$ cat config.mk
export PLATFORM = sky130hd
export DESIGN_NAME = jedec_flash_program_sequencer
export DESIGN_NICKNAME = d
export VERILOG_FILES = /design/src/rtl/jfps_pkg.sv /design/src/rtl/jfps_front.sv /design/src/rtl/jfps_queue.sv /design/src/rtl/jfps_back.sv /design/src/rtl/jedec_flash_program_sequencer.sv
export SDC_FILE = /design/constraint.sdc
export NUM_CORES = 1
export LEC_CHECK = 0
export BUFFER_PORTS_ARGS = -buffer_cell sky130_fd_sc_hd__buf_2
export CORE_MARGIN = 1
export CORE_UTILIZATION = 55
export CTS_CLUSTER_DIAMETER = 80
export CTS_CLUSTER_SIZE = 16
export DETAILED_ROUTE_END_ITERATION = 6
export PLACE_DENSITY = 0.73
export SLEW_MARGIN = 20
export SYNTH_ARGS = -nofsm -noshare
export SYNTH_HDL_FRONTEND = slang
export SYNTH_SLANG_ARGS = --single-unit
$ cat constraint.sdc
create_clock -name i_clk -period 5.8 [get_ports i_clk]
set_input_delay 0.29 -clock i_clk [delete_from_list [all_inputs] [get_ports i_clk]]
set_output_delay 0.29 -clock i_clk [all_outputs]
set_load 0.02 [all_outputs]
$ cat src/rtl/jfps_pkg.sv
// ----------------------------------------------------------------------------
// jfps_pkg
// Shared types, constants and the bus sequence table of the flash sequencer.
// ----------------------------------------------------------------------------
package jfps_pkg;

    localparam int AddrBits = 17;
    localparam logic [16:0] AddrMask = 17'((18'd1 << AddrBits) - 18'd1);

    localparam int QueueDepth = 4;
    localparam int QPtrBits   = $clog2(QueueDepth);
    localparam int QCntBits   = $clog2(QueueDepth + 1);

    localparam logic [16:0] CmdAddrA = 17'h05555;
    localparam logic [16:0] CmdAddrB = 17'h02AAA;
    localparam logic [7:0]  CmdUnlockA  = 8'hAA;
    localparam logic [7:0]  CmdUnlockB  = 8'h55;
    localparam logic [7:0]  CmdResetRd  = 8'hF0;
    localparam logic [7:0]  CmdAutoId   = 8'h90;
    localparam logic [7:0]  CmdErase    = 8'h80;
    localparam logic [7:0]  CmdChipEra  = 8'h10;
    localparam logic [7:0]  CmdProgram  = 8'hA0;
    localparam logic [7:0]  ErasedByte  = 8'hFF;

    localparam logic [31:0] ErasePollReset = 32'd200000000;
    localparam logic [31:0] ProgPollReset  = 32'd2000000;
    localparam logic [17:0] PayloadReset   = 18'd131072;
    localparam logic [7:0]  MakerReset     = 8'd1;
    localparam logic [7:0]  DeviceReset    = 8'd32;
    localparam logic [17:0] CountMax       = 18'h3FFFF;

    localparam logic [2:0] CFG_PAYLOAD_LENGTH  = 3'd0;
    localparam logic [2:0] CFG_ERASE_LIMIT     = 3'd1;
    localparam logic [2:0] CFG_PROGRAM_LIMIT   = 3'd2;
    localparam logic [2:0] CFG_EXPECTED_MAKER  = 3'd3;
    localparam logic [2:0] CFG_EXPECTED_DEVICE = 3'd4;

    typedef enum logic [2:0] {
        MODE_IDENTIFY = 3'd0,
        MODE_RESET    = 3'd1,
        MODE_ERASE    = 3'd2,
        MODE_PROGRAM  = 3'd3,
        MODE_RESPONSE = 3'd4,
        MODE_COMPARE  = 3'd5,
        MODE_CLEAR    = 3'd6
    } t_mode;

    typedef enum logic [3:0] {
        STS_ACCEPTED   = 4'd0,
        STS_POLLING    = 4'd1,
        STS_ID_OK      = 4'd2,
        STS_ID_BAD     = 4'd3,
        STS_ERASED     = 4'd4,
        STS_PROGRAMMED = 4'd5,
        STS_ERASE_TO   = 4'd6,
        STS_PROG_TO    = 4'd7,
        STS_BUSY       = 4'd8,
        STS_UNEXPECTED = 4'd9
    } t_status;

    typedef enum logic [1:0] {
        BUS_NONE  = 2'd0,
        BUS_WRITE = 2'd1,
        BUS_READ  = 2'd2
    } t_bus_op;

    typedef enum logic [5:0] {
        PH_IDLE       = 6'b000001,
        PH_ID_MAKER   = 6'b000010,
        PH_ID_DEVICE  = 6'b000100,
        PH_ERASE_ARM  = 6'b001000,
        PH_ERASE_POLL = 6'b010000,
        PH_PROG_POLL  = 6'b100000
    } t_phase;

    typedef enum logic [2:0] {
        SEQ_NONE     = 3'd0,
        SEQ_IDENT    = 3'd1,
        SEQ_RESET    = 3'd2,
        SEQ_ERASE    = 3'd3,
        SEQ_PROG     = 3'd4,
        SEQ_READ     = 3'd5,
        SEQ_ERASE_GO = 3'd6
    } t_seq;

    typedef struct packed {
        t_seq        kind;
        logic [16:0] addr;
        logic [7:0]  data;
        t_status     status;
        logic [17:0] mcount;
        logic [16:0] first;
        logic        seen;
    } t_plan;

    typedef struct packed {
        t_bus_op     op;
        logic [16:0] addr;
        logic [7:0]  data;
    } t_bus;

    typedef struct packed {
        t_bus        bus;
        t_status     status;
        logic [17:0] mcount;
        logic [16:0] first;
        logic        seen;
        logic        last;
    } t_item;

    function automatic logic [2:0] seq_len(input t_seq kind);
        logic [2:0] n;
        case (kind)
            SEQ_IDENT:    n = 3'd4;
            SEQ_RESET:    n = 3'd3;
            SEQ_ERASE:    n = 3'd5;
            SEQ_PROG:     n = 3'd5;
            SEQ_ERASE_GO: n = 3'd2;
            default:      n = 3'd1;
        endcase
        return n;
    endfunction

    function automatic t_bus bus_wr(input logic [16:0] a, input logic [7:0] d);
        t_bus b;
        b.op   = BUS_WRITE;
        b.addr = a & AddrMask;
        b.data = d;
        return b;
    endfunction

    function automatic t_bus bus_rd(input logic [16:0] a);
        t_bus b;
        b.op   = BUS_READ;
        b.addr = a & AddrMask;
        b.data = 8'd0;
        return b;
    endfunction

    // Bus cycle number idx of a sequence.
    function automatic t_bus seq_item(input t_seq kind, input logic [2:0] idx,
                                      input logic [16:0] addr, input logic [7:0] data);
        t_bus b;
        b = '{op: BUS_NONE, addr: 17'd0, data: 8'd0};
        case (kind)
            SEQ_IDENT, SEQ_RESET, SEQ_ERASE, SEQ_PROG: begin
                case (idx)
                    3'd0: b = bus_wr(CmdAddrA, CmdUnlockA);
                    3'd1: b = bus_wr(CmdAddrB, CmdUnlockB);
                    3'd2: begin
                        case (kind)
                            SEQ_IDENT: b = bus_wr(CmdAddrA, CmdAutoId);
                            SEQ_RESET: b = bus_wr(CmdAddrA, CmdResetRd);
                            SEQ_ERASE: b = bus_wr(CmdAddrA, CmdErase);
                            default:   b = bus_wr(CmdAddrA, CmdProgram);
                        endcase
                    end
                    3'd3: begin
                        case (kind)
                            SEQ_IDENT: b = bus_rd(17'd0);
                            SEQ_ERASE: b = bus_wr(CmdAddrA, CmdUnlockA);
                            default:   b = bus_wr(addr, data);
                        endcase
                    end
                    default: begin
                        if (kind == SEQ_ERASE) begin
                            b = bus_wr(CmdAddrB, CmdUnlockB);
                        end else begin
                            b = bus_rd(addr);
                        end
                    end
                endcase
            end
            SEQ_READ: b = bus_rd(addr);
            SEQ_ERASE_GO: begin
                if (idx == 3'd0) begin
                    b = bus_wr(CmdAddrA, CmdChipEra);
                end else begin
                    b = bus_rd(17'd0);
                end
            end
            default: b = '{op: BUS_NONE, addr: 17'd0, data: 8'd0};
        endcase
        return b;
    endfunction

endpackage

$ cat src/rtl/jfps_front.sv
// ----------------------------------------------------------------------------
// jfps_front
// Command decode, sequence phase, poll counting and compare counters.
// ----------------------------------------------------------------------------
module jfps_front (
    input  logic                  i_clk,
    input  logic                  i_rst_n,
    input  logic                  i_cfg_valid,
    input  logic [2:0]            i_cfg_index,
    input  logic [31:0]           i_cfg_data,
    input  logic                  i_accept,
    input  logic [2:0]            i_mode,
    input  logic [16:0]           i_address,
    input  logic [7:0]            i_data,
    input  logic [7:0]            i_read_data,
    output jfps_pkg::t_plan       o_plan
);

    logic [17:0] r_payload_len;
    logic [31:0] r_erase_limit;
    logic [31:0] r_prog_limit;
    logic [7:0]  r_exp_maker;
    logic [7:0]  r_exp_device;

    jfps_pkg::t_phase r_phase, n_phase;
    logic [16:0] r_poll_addr, n_poll_addr;
    logic [7:0]  r_poll_exp, n_poll_exp;
    logic [31:0] r_spin, n_spin;
    logic [7:0]  r_maker, n_maker;
    logic [17:0] r_mtotal, n_mtotal;
    logic [16:0] r_first, n_first;
    logic        r_found, n_found;

    logic [31:0] poll_limit;
    logic [7:0]  want;

    always_ff @(posedge i_clk) begin
        if (!i_rst_n) begin
            r_payload_len <= jfps_pkg::PayloadReset;
            r_erase_limit <= jfps_pkg::ErasePollReset;
            r_prog_limit  <= jfps_pkg::ProgPollReset;
            r_exp_maker   <= jfps_pkg::MakerReset;
            r_exp_device  <= jfps_pkg::DeviceReset;
        end else if (i_cfg_valid) begin
            case (i_cfg_index)
                jfps_pkg::CFG_PAYLOAD_LENGTH:  r_payload_len <= i_cfg_data[17:0];
                jfps_pkg::CFG_ERASE_LIMIT:     r_erase_limit <= i_cfg_data;
                jfps_pkg::CFG_PROGRAM_LIMIT:   r_prog_limit  <= i_cfg_data;
                jfps_pkg::CFG_EXPECTED_MAKER:  r_exp_maker   <= i_cfg_data[7:0];
                jfps_pkg::CFG_EXPECTED_DEVICE: r_exp_device  <= i_cfg_data[7:0];
                default: ;
            endcase
        end
    end

    always_comb begin
        n_phase     = r_phase;
        n_poll_addr = r_poll_addr;
        n_poll_exp  = r_poll_exp;
        n_spin      = r_spin;
        n_maker     = r_maker;
        n_mtotal    = r_mtotal;
        n_first     = r_first;
        n_found     = r_found;
        o_plan.kind   = jfps_pkg::SEQ_NONE;
        o_plan.addr   = 17'd0;
        o_plan.data   = 8'd0;
        o_plan.status = jfps_pkg::STS_ACCEPTED;
        poll_limit = (r_phase == jfps_pkg::PH_ERASE_POLL) ? r_erase_limit : r_prog_limit;
        want = ({1'b0, i_address} < r_payload_len) ? i_data : jfps_pkg::ErasedByte;

        unique case (jfps_pkg::t_mode'(i_mode))
            jfps_pkg::MODE_IDENTIFY: begin
                if (r_phase != jfps_pkg::PH_IDLE) begin
                    o_plan.status = jfps_pkg::STS_BUSY;
                end else begin
                    o_plan.kind   = jfps_pkg::SEQ_IDENT;
                    o_plan.status = jfps_pkg::STS_POLLING;
                    n_phase       = jfps_pkg::PH_ID_MAKER;
                end
            end
            jfps_pkg::MODE_RESET: begin
                o_plan.kind = jfps_pkg::SEQ_RESET;
                n_phase     = jfps_pkg::PH_IDLE;
                n_spin      = 32'd0;
            end
            jfps_pkg::MODE_ERASE: begin
                if (r_phase != jfps_pkg::PH_IDLE) begin
                    o_plan.status = jfps_pkg::STS_BUSY;
                end else begin
                    o_plan.kind   = jfps_pkg::SEQ_ERASE;
                    o_plan.status = jfps_pkg::STS_POLLING;
                    n_phase       = jfps_pkg::PH_ERASE_ARM;
                end
            end
            jfps_pkg::MODE_PROGRAM: begin
                if (r_phase != jfps_pkg::PH_IDLE) begin
                    o_plan.status = jfps_pkg::STS_BUSY;
                end else if (i_data == jfps_pkg::ErasedByte) begin
                    o_plan.status = jfps_pkg::STS_PROGRAMMED;
                end else begin
                    o_plan.kind   = jfps_pkg::SEQ_PROG;
                    o_plan.addr   = i_address;
                    o_plan.data   = i_data;
                    o_plan.status = jfps_pkg::STS_POLLING;
                    n_poll_addr   = i_address;
                    n_poll_exp    = i_data;
                    n_spin        = 32'd0;
                    n_phase       = jfps_pkg::PH_PROG_POLL;
                end
            end
            jfps_pkg::MODE_RESPONSE: begin
                unique case (r_phase)
                    jfps_pkg::PH_ID_MAKER: begin
                        n_maker       = i_read_data;
                        o_plan.kind   = jfps_pkg::SEQ_READ;
                        o_plan.addr   = 17'd1;
                        o_plan.status = jfps_pkg::STS_POLLING;
                        n_phase       = jfps_pkg::PH_ID_DEVICE;
                    end
                    jfps_pkg::PH_ID_DEVICE: begin
                        o_plan.kind   = jfps_pkg::SEQ_RESET;
                        o_plan.status = (r_maker == r_exp_maker && i_read_data == r_exp_device)
                                        ? jfps_pkg::STS_ID_OK : jfps_pkg::STS_ID_BAD;
                        n_phase       = jfps_pkg::PH_IDLE;
                    end
                    jfps_pkg::PH_ERASE_ARM: begin
                        o_plan.kind   = jfps_pkg::SEQ_ERASE_GO;
                        o_plan.status = jfps_pkg::STS_POLLING;
                        n_spin        = 32'd0;
                        n_phase       = jfps_pkg::PH_ERASE_POLL;
                    end
                    jfps_pkg::PH_ERASE_POLL, jfps_pkg::PH_PROG_POLL: begin
                        if ((r_phase == jfps_pkg::PH_ERASE_POLL &&
                             i_read_data == jfps_pkg::ErasedByte) ||
                            (r_phase == jfps_pkg::PH_PROG_POLL &&
                             i_read_data == r_poll_exp)) begin
                            o_plan.status = (r_phase == jfps_pkg::PH_ERASE_POLL)
                                            ? jfps_pkg::STS_ERASED : jfps_pkg::STS_PROGRAMMED;
                            n_phase       = jfps_pkg::PH_IDLE;
                            n_spin        = 32'd0;
                        end else if (r_spin >= poll_limit) begin
                            o_plan.kind   = jfps_pkg::SEQ_RESET;
                            o_plan.status = (r_phase == jfps_pkg::PH_ERASE_POLL)
                                            ? jfps_pkg::STS_ERASE_TO : jfps_pkg::STS_PROG_TO;
                            n_phase       = jfps_pkg::PH_IDLE;
                            n_spin        = 32'd0;
                        end else begin
                            o_plan.kind   = jfps_pkg::SEQ_READ;
                            o_plan.addr   = (r_phase == jfps_pkg::PH_ERASE_POLL)
                                            ? 17'd0 : r_poll_addr;
                            o_plan.status = jfps_pkg::STS_POLLING;
                            n_spin        = r_spin + 32'd1;
                        end
                    end
                    default: o_plan.status = jfps_pkg::STS_UNEXPECTED;
                endcase
            end
            jfps_pkg::MODE_COMPARE: begin
                if (i_read_data != want) begin
                    if (!r_found) begin
                        n_first = i_address;
                        n_found = 1'b1;
                    end
                    if (r_mtotal != jfps_pkg::CountMax) begin
                        n_mtotal = r_mtotal + 18'd1;
                    end
                end
            end
            jfps_pkg::MODE_CLEAR: begin
                n_mtotal = 18'd0;
                n_first  = 17'd0;
                n_found  = 1'b0;
            end
            default: o_plan.status = jfps_pkg::STS_UNEXPECTED;
        endcase

        o_plan.mcount = n_mtotal;
        o_plan.first  = n_found ? n_first : 17'd0;
        o_plan.seen   = n_found;
    end

    always_ff @(posedge i_clk) begin
        if (!i_rst_n) begin
            r_phase     <= jfps_pkg::PH_IDLE;
            r_poll_addr <= 17'd0;
            r_poll_exp  <= 8'd0;
            r_spin      <= 32'd0;
            r_maker     <= 8'd0;
            r_mtotal    <= 18'd0;
            r_first     <= 17'd0;
            r_found     <= 1'b0;
        end else if (i_accept) begin
            r_phase     <= n_phase;
            r_poll_addr <= n_poll_addr;
            r_poll_exp  <= n_poll_exp;
            r_spin      <= n_spin;
            r_maker     <= n_maker;
            r_mtotal    <= n_mtotal;
            r_first     <= n_first;
            r_found     <= n_found;
        end
    end

endmodule

$ cat src/rtl/jfps_queue.sv
// ----------------------------------------------------------------------------
// jfps_queue
// Short queue of decoded commands between the front and back ends.
// ----------------------------------------------------------------------------
module jfps_queue (
    input  logic                  i_clk,
    input  logic                  i_rst_n,
    input  logic                  i_push,
    input  jfps_pkg::t_plan       i_plan,
    output logic                  o_full,
    input  logic                  i_pop,
    output logic                  o_valid,
    output jfps_pkg::t_plan       o_plan
);

    jfps_pkg::t_plan r_mem [jfps_pkg::QueueDepth];
    logic [jfps_pkg::QPtrBits-1:0] r_wptr;
    logic [jfps_pkg::QPtrBits-1:0] r_rptr;
    logic [jfps_pkg::QCntBits-1:0] r_count;

    assign o_full  = (r_count == jfps_pkg::QCntBits'(jfps_pkg::QueueDepth));
    assign o_valid = (r_count != '0);
    assign o_plan  = r_mem[r_rptr];

    always_ff @(posedge i_clk) begin
        if (i_push) begin
            r_mem[r_wptr] <= i_plan;
        end
    end

    always_ff @(posedge i_clk) begin
        if (!i_rst_n) begin
            r_wptr  <= '0;
            r_rptr  <= '0;
            r_count <= '0;
        end else begin
            if (i_push) begin
                r_wptr <= r_wptr + 1'b1;
            end
            if (i_pop) begin
                r_rptr <= r_rptr + 1'b1;
            end
            case ({i_push, i_pop})
                2'b10:   r_count <= r_count + 1'b1;
                2'b01:   r_count <= r_count - 1'b1;
                default: ;
            endcase
        end
    end

endmodule

$ cat src/rtl/jfps_back.sv
// ----------------------------------------------------------------------------
// jfps_back
// Expands queued commands into bus cycles, one result per clock unless stalled.
// ----------------------------------------------------------------------------
module jfps_back (
    input  logic                  i_clk,
    input  logic                  i_rst_n,
    input  logic                  i_plan_valid,
    input  jfps_pkg::t_plan       i_plan,
    output logic                  o_plan_pop,
    input  logic                  i_pop,
    output logic                  o_valid,
    output jfps_pkg::t_item       o_item
);

    logic [2:0]      r_step;
    logic            r_valid;
    jfps_pkg::t_item r_item;
    jfps_pkg::t_item n_item;
    logic            load;
    logic            is_last;

    assign load    = !r_valid || i_pop;
    assign is_last = (r_step == jfps_pkg::seq_len(i_plan.kind) - 3'd1);
    assign o_plan_pop = load && i_plan_valid && is_last;

    always_comb begin
        n_item.bus    = jfps_pkg::seq_item(i_plan.kind, r_step, i_plan.addr, i_plan.data);
        n_item.status = i_plan.status;
        n_item.mcount = i_plan.mcount;
        n_item.first  = i_plan.first;
        n_item.seen   = i_plan.seen;
        n_item.last   = is_last;
    end

    always_ff @(posedge i_clk) begin
        if (load && i_plan_valid) begin
            r_item <= n_item;
        end
    end

    always_ff @(posedge i_clk) begin
        if (!i_rst_n) begin
            r_step  <= 3'd0;
            r_valid <= 1'b0;
        end else if (load) begin
            r_valid <= i_plan_valid;
            if (i_plan_valid) begin
                r_step <= is_last ? 3'd0 : r_step + 3'd1;
            end
        end
    end

    assign o_valid = r_valid;
    assign o_item  = r_item;

endmodule

$ cat src/rtl/jedec_flash_program_sequencer.sv
// ----------------------------------------------------------------------------
// jedec_flash_program_sequencer
// Command sequencer for a byte-wide JEDEC parallel NOR flash.
// ----------------------------------------------------------------------------
// Each command request yields one to five results, one per bus cycle in bus
// order (a single no-cycle result when nothing goes on the bus). The front
// end decodes a command combinationally and registers the sequence state
// when the request is accepted, so a request can be taken every clock while
// the four-entry command queue has room. The back end drains the queue
// through its output register at one result per clock while results are
// popped; that expander sets the sustained rate. Poll replies are fed back
// as read-response requests. Configuration writes are always accepted.
// ----------------------------------------------------------------------------
module jedec_flash_program_sequencer (
    input  logic        i_clk,
    input  logic        i_rst_n,
    input  logic        i_cfg_valid,
    output logic        o_cfg_ready,
    input  logic [2:0]  i_cfg_index,
    input  logic [31:0] i_cfg_data,
    input  logic        push,
    output logic        full,
    input  logic [2:0]  i_mode,
    input  logic [16:0] i_address,
    input  logic [7:0]  i_data,
    input  logic [7:0]  i_read_data,
    output logic        empty,
    input  logic        pop,
    output logic [1:0]  o_bus_op,
    output logic [16:0] o_bus_address,
    output logic [7:0]  o_bus_data,
    output logic [3:0]  o_status,
    output logic [17:0] o_mismatch_count,
    output logic [16:0] o_first_mismatch,
    output logic        o_mismatch_seen,
    output logic        o_last
);

    logic            accept;
    logic            q_pop;
    logic            q_valid;
    logic            out_valid;
    jfps_pkg::t_plan fe_plan;
    jfps_pkg::t_plan q_plan;
    jfps_pkg::t_item item;

    assign o_cfg_ready = 1'b1;
    assign accept      = push && !full;

    jfps_front u_front (
        .i_clk       (i_clk),
        .i_rst_n     (i_rst_n),
        .i_cfg_valid (i_cfg_valid),
        .i_cfg_index (i_cfg_index),
        .i_cfg_data  (i_cfg_data),
        .i_accept    (accept),
        .i_mode      (i_mode),
        .i_address   (i_address),
        .i_data      (i_data),
        .i_read_data (i_read_data),
        .o_plan      (fe_plan)
    );

    jfps_queue u_queue (
        .i_clk   (i_clk),
        .i_rst_n (i_rst_n),
        .i_push  (accept),
        .i_plan  (fe_plan),
        .o_full  (full),
        .i_pop   (q_pop),
        .o_valid (q_valid),
        .o_plan  (q_plan)
    );

    jfps_back u_back (
        .i_clk        (i_clk),
        .i_rst_n      (i_rst_n),
        .i_plan_valid (q_valid),
        .i_plan       (q_plan),
        .o_plan_pop   (q_pop),
        .i_pop        (pop),
        .o_valid      (out_valid),
        .o_item       (item)
    );

    assign empty            = !out_valid;
    assign o_bus_op         = item.bus.op;
    assign o_bus_address    = item.bus.addr;
    assign o_bus_data       = item.bus.data;
    assign o_status         = item.status;
    assign o_mismatch_count = item.mcount;
    assign o_first_mismatch = item.first;
    assign o_mismatch_seen  = item.seen;
    assign o_last           = item.last;

    a_none_is_single: assert property (@(posedge i_clk) disable iff (!i_rst_n)
        (!empty && o_bus_op == jfps_pkg::BUS_NONE) |-> o_last)
        else $error("no-cycle result not marked last");

    a_data_only_on_write: assert property (@(posedge i_clk) disable iff (!i_rst_n)
        (!empty && o_bus_op != jfps_pkg::BUS_WRITE) |-> (o_bus_data == 8'd0))
        else $error("bus data on a non-write cycle");

    a_first_needs_seen: assert property (@(posedge i_clk) disable iff (!i_rst_n)
        (!empty && !o_mismatch_seen) |-> (o_first_mismatch == 17'd0))
        else $error("first mismatch address without a mismatch");

    a_queue_pop_ok: assert property (@(posedge i_clk) disable iff (!i_rst_n)
        q_pop |-> q_valid)
        else $error("command queue popped while empty");

endmodule

==> results by group <==
Cells and area
  • Most common cell after layout, fill and taps aside: nand2_1
  • Most frequent cells in the layout: nand2_1 (343), edfxtp_1 (340), dfxtp_1 (216)
  • Layout cells sized above 1: roughly 14%
  • Nets: around 2300
  • Syn-to-layout area delta: 11.04%
  • FILL cells: around 3400
  • Post-route cell area: 0.02707 mm²

Setup path
  • CP Max Fanout: 31
  • CP peak stage delay: 640 ps
  • Most used cell, CP: nand2_1
  • Worst path slowest cell: nor4_1
  • Crit end category: flop
  • CP Data Arrival Time: 5460 ps
  • Cell family with most CP delay: simple AND/OR/NAND/NOR gates
  • Cells along the critical path: nor4_1 -> nand2_2 -> buf_4 -> mux2i_1 -> ha_1 -> and4_1 -> a221o_1 -> a221oi_1 -> o31ai_1 -> a211o_1 -> nand2_1 -> nand2_1 -> a21oi_1
  • Reg-to-Reg Start: u_front.r_phase[0]$_SDFFE_PN1P_
  • Critical path startpoint: u_front.r_phase[0]$_SDFFE_PN1P_
  • Crit Path Class: reg2reg
  • CP Launch Type: flop
  • Required time of the critical path: approximately 6300 ps
  • WP buf/inv: 1

Drt
  • DRC viols: 0
  • Drt total wl: 58180 µm
  • Vias per std cell: ~6
  • 1st-pass router iterations: 6
  • Violation count after the first detailed-route iteration: roughly 1600
  • Post-DRT Antenna Nets: 0
  • Vias: roughly 17000
  • WL/cell: about 21 µm

Global routing
  • First-pass GRT wire length: about 90000 µm
  • Global Route Usage Sum: 26.31%
  • Vias in the first global route: 16330
  • Grt total ovfl: 0
  • Antenna violations before repair: 3
  • Pin count of the biggest net entering global routing: 89

Timing
  • Max-slew headroom: 28.20%
  • Period utilisation layout: 85.50%
  • Count of final hold-check violations: 0
  • Unrepaired setup endpoints after global routing: false
  • Pins Over Slew Limit: 0
  • Final hold slack: approximately 35 ps
  • Final worst slack: 841.2 ps
  • Setup TNS: 0 ps
  • Minimum clock period: 4959 ps
  • Least-Margin Pin Slew: 1071 ps
  • Setup Skew: just over 30 ps
  • Setup violators final: 0
  • FMAX: roughly 200 MHz

Clock tree
  • Total clock sinks: between 500 and 600
  • H-tree depth: 2
  • Maximum clock path buffer count: 3
  • # resized after CTS: 0
  • Post-CTS Setup Inserts: 0
  • TritonCTS clock tree: done
  • Root Buffer: clkbuf_16
  • CTS buffer count: 42
  • Clock latency on the worst-skew pair: between 500 and 600 ps
  • Worst-path clk slew: approximately 80 ps

Logic synthesis
  • Dominant cells by area after synthesis: edfxtp_1 (42%), dfxtp_1 (18%), mux4_2 (6.3%)
  • Sequential fraction of the synthesis area: around three fifths
  • Synth top area share: a little over two fifths
  • Predominant post-synthesis flop cell: edfxtp_1
  • #FFs+latches synth: between 500 and 600
  • Mean Syn Cell Area: approximately 12 µm²
  • Cells after Synth: approximately 2100
  • Cell variety after synth: 75
  • Synth async-reset ratio: 0%
  • Number of synthesized flops with an enable pin: between 300 and 400
  • Synthesized area: about 0.024 mm²
  • Synth area leader: edfxtp_1
  • Syn Nets: 2189
  • Ys Warns: 0

Die
  • Die ar.: around 0.045 mm²
  • DIE WIDTH: ~210 µm
  • Die Height: ~210 µm
  • Initial Util: 56.22%
  • Std cell rows: 76
  • IO Pins: around 150
  • Total core area: 0.04336 mm²

Placed design
  • Hpwl dp: approximately 39000 µm
  • Setup Slack @ Placement: ~870 ps
  • Area after DPL: ~0.025 mm²
  • GPL Wtd Cong: between 0.9 and 1
  • PortBufs: between 100 and 150

Pwr
  • Leak: around 9.8 nW
  • Peak supply drop: 0.2711 mV
  • P per Cell Area: around 360 mW/mm²

Outcome
  • Status: finished, final reports clean

Worst hold path
  • Worst Min Path Start: i_cfg_data[4]
  • Worst Hold Class: in2reg

Run
  • Max-Cap Viols: 0
==> per-layer routing <==
layer	global-route usage [%]	up-vias	wire, µm
met5	0	-	0
met4	9.625	0	1864
met3	4.387	116	3604
met2	42.31	618	27750
met1	36.02	8230	24950
li1	-	7788	-
==> worst paths after layout <==
check	cells after the start	endpoint	slack, ps
max	13	u_front.r_spin[0]$_SDFFE_PN0P_	840
min	3	u_front.r_erase_limit[4]$_SDFFE_PN0P_	40
max reg2reg	13	u_front.r_spin[0]$_SDFFE_PN0P_	840
min reg2reg	2	u_front.r_poll_addr[6]$_SDFFE_PN0P_	450
==> synthesized netlist by cell type (17+ instances only) <==
master,number
a21o_1,17
mux2i_1,41
and2_1,23
nand3_1,68
clkbuf_1,86
and3_1,28
a22o_1,52
dfxtp_1,218
mux4_2,68
nor3_1,32
xnor2_1,19
o21ai_0,44
ha_1,61
nand2_1,344
inv_1,44
nor2_1,111
a21oi_1,143
edfxtp_1,340
nand4_1,23
xor2_1,52
==> cells by family after synthesis <==
family                     count (synthesis)  share of synthesized area, %
DFF                                      558                         59.79
AOI/OAI and AO/OA                        369                         10.13
muxes                                    111                         8.058
and+or+nand+nor                          713                         13.48
buffers and inverters                    166                         2.772
other                                      1                       0.01538
xor gates and xnor gates                  71                         2.551
adders and majority gates                 62                         3.213
==> power by group <==
part | switching (mW) | leakage, nW | internal (mW) | total, mW
registers | 0.180 | 5.03 | 4.86 | 5.04
logic | 1.33 | 4.20 | 0.670 | 2.00
clock network | 1.36 | 0.605 | 1.43 | 2.79
==> worst reg2reg max path, cell delays in order, from the launching register on <==
cell and delay (ps):
dfxtp_1 370, nor4_1 640, nand2_2 550, buf_4 420, mux2i_1 150, ha_1 290
and4_1 170, a221o_1 350, a221oi_1 330, o31ai_1 210, a211o_1 370, nand2_1 90
nand2_1 580, a21oi_1 340
==> per-stage QoR <==
stage	instances	power (mW)	util [%]
3_3_place_gp	2678	7.056	58.77
6_report	2787	9.834	62.43
2_1_floorplan	2051	6.443	-
3_5_place_dp	2678	7.122	58.77
4_1_cts	2784	9.909	62.40
5_1_grt	2787	10.25	62.43
==> layout make-up <==
cell class	instances	area, µm²	share of cell area (%)
Inverter	45	171.4	0.6333
Multi-Input combinational cell	1327	9144	33.78
Antenna cell	3	7.507	0.02773
Tap cell	585	732.0	2.704
Clock buffer	70	1199	4.428
Clock inverter	5	65.06	0.2404
Timing Repair Buffer	194	1171	4.327
Sequential cell	558	14580	53.86
==> timing repair <==
action / 4_1_cts / 5_1_grt
endpoints found under the hold margin: 64 / 0
setup endpoints to repair: 0 / 0
hold buffers: 31 / 0
==> sequential cells by signal, summed over array words and instances (netlist names), 3 cells and up, named ones only <==
| signal | count |
|---|---|
| u_queue.r_mem | 272 |
| u_back.o_item | 68 |
| u_front.r_erase_limit | 32 |
| u_front.r_prog_limit | 32 |
| u_front.r_spin | 32 |
| u_front.r_mtotal | 18 |
| u_front.r_payload_len | 18 |
| u_front.r_first | 17 |
| u_front.r_poll_addr | 17 |
| u_front.r_exp_device | 8 |
| u_front.r_exp_maker | 8 |
| u_front.r_maker | 8 |
| u_front.r_poll_exp | 8 |
| u_front.r_phase | 6 |
| u_back.r_step | 3 |
| u_queue.r_count | 3 |
Note: power is estimated with default switching activity, not from simulation.
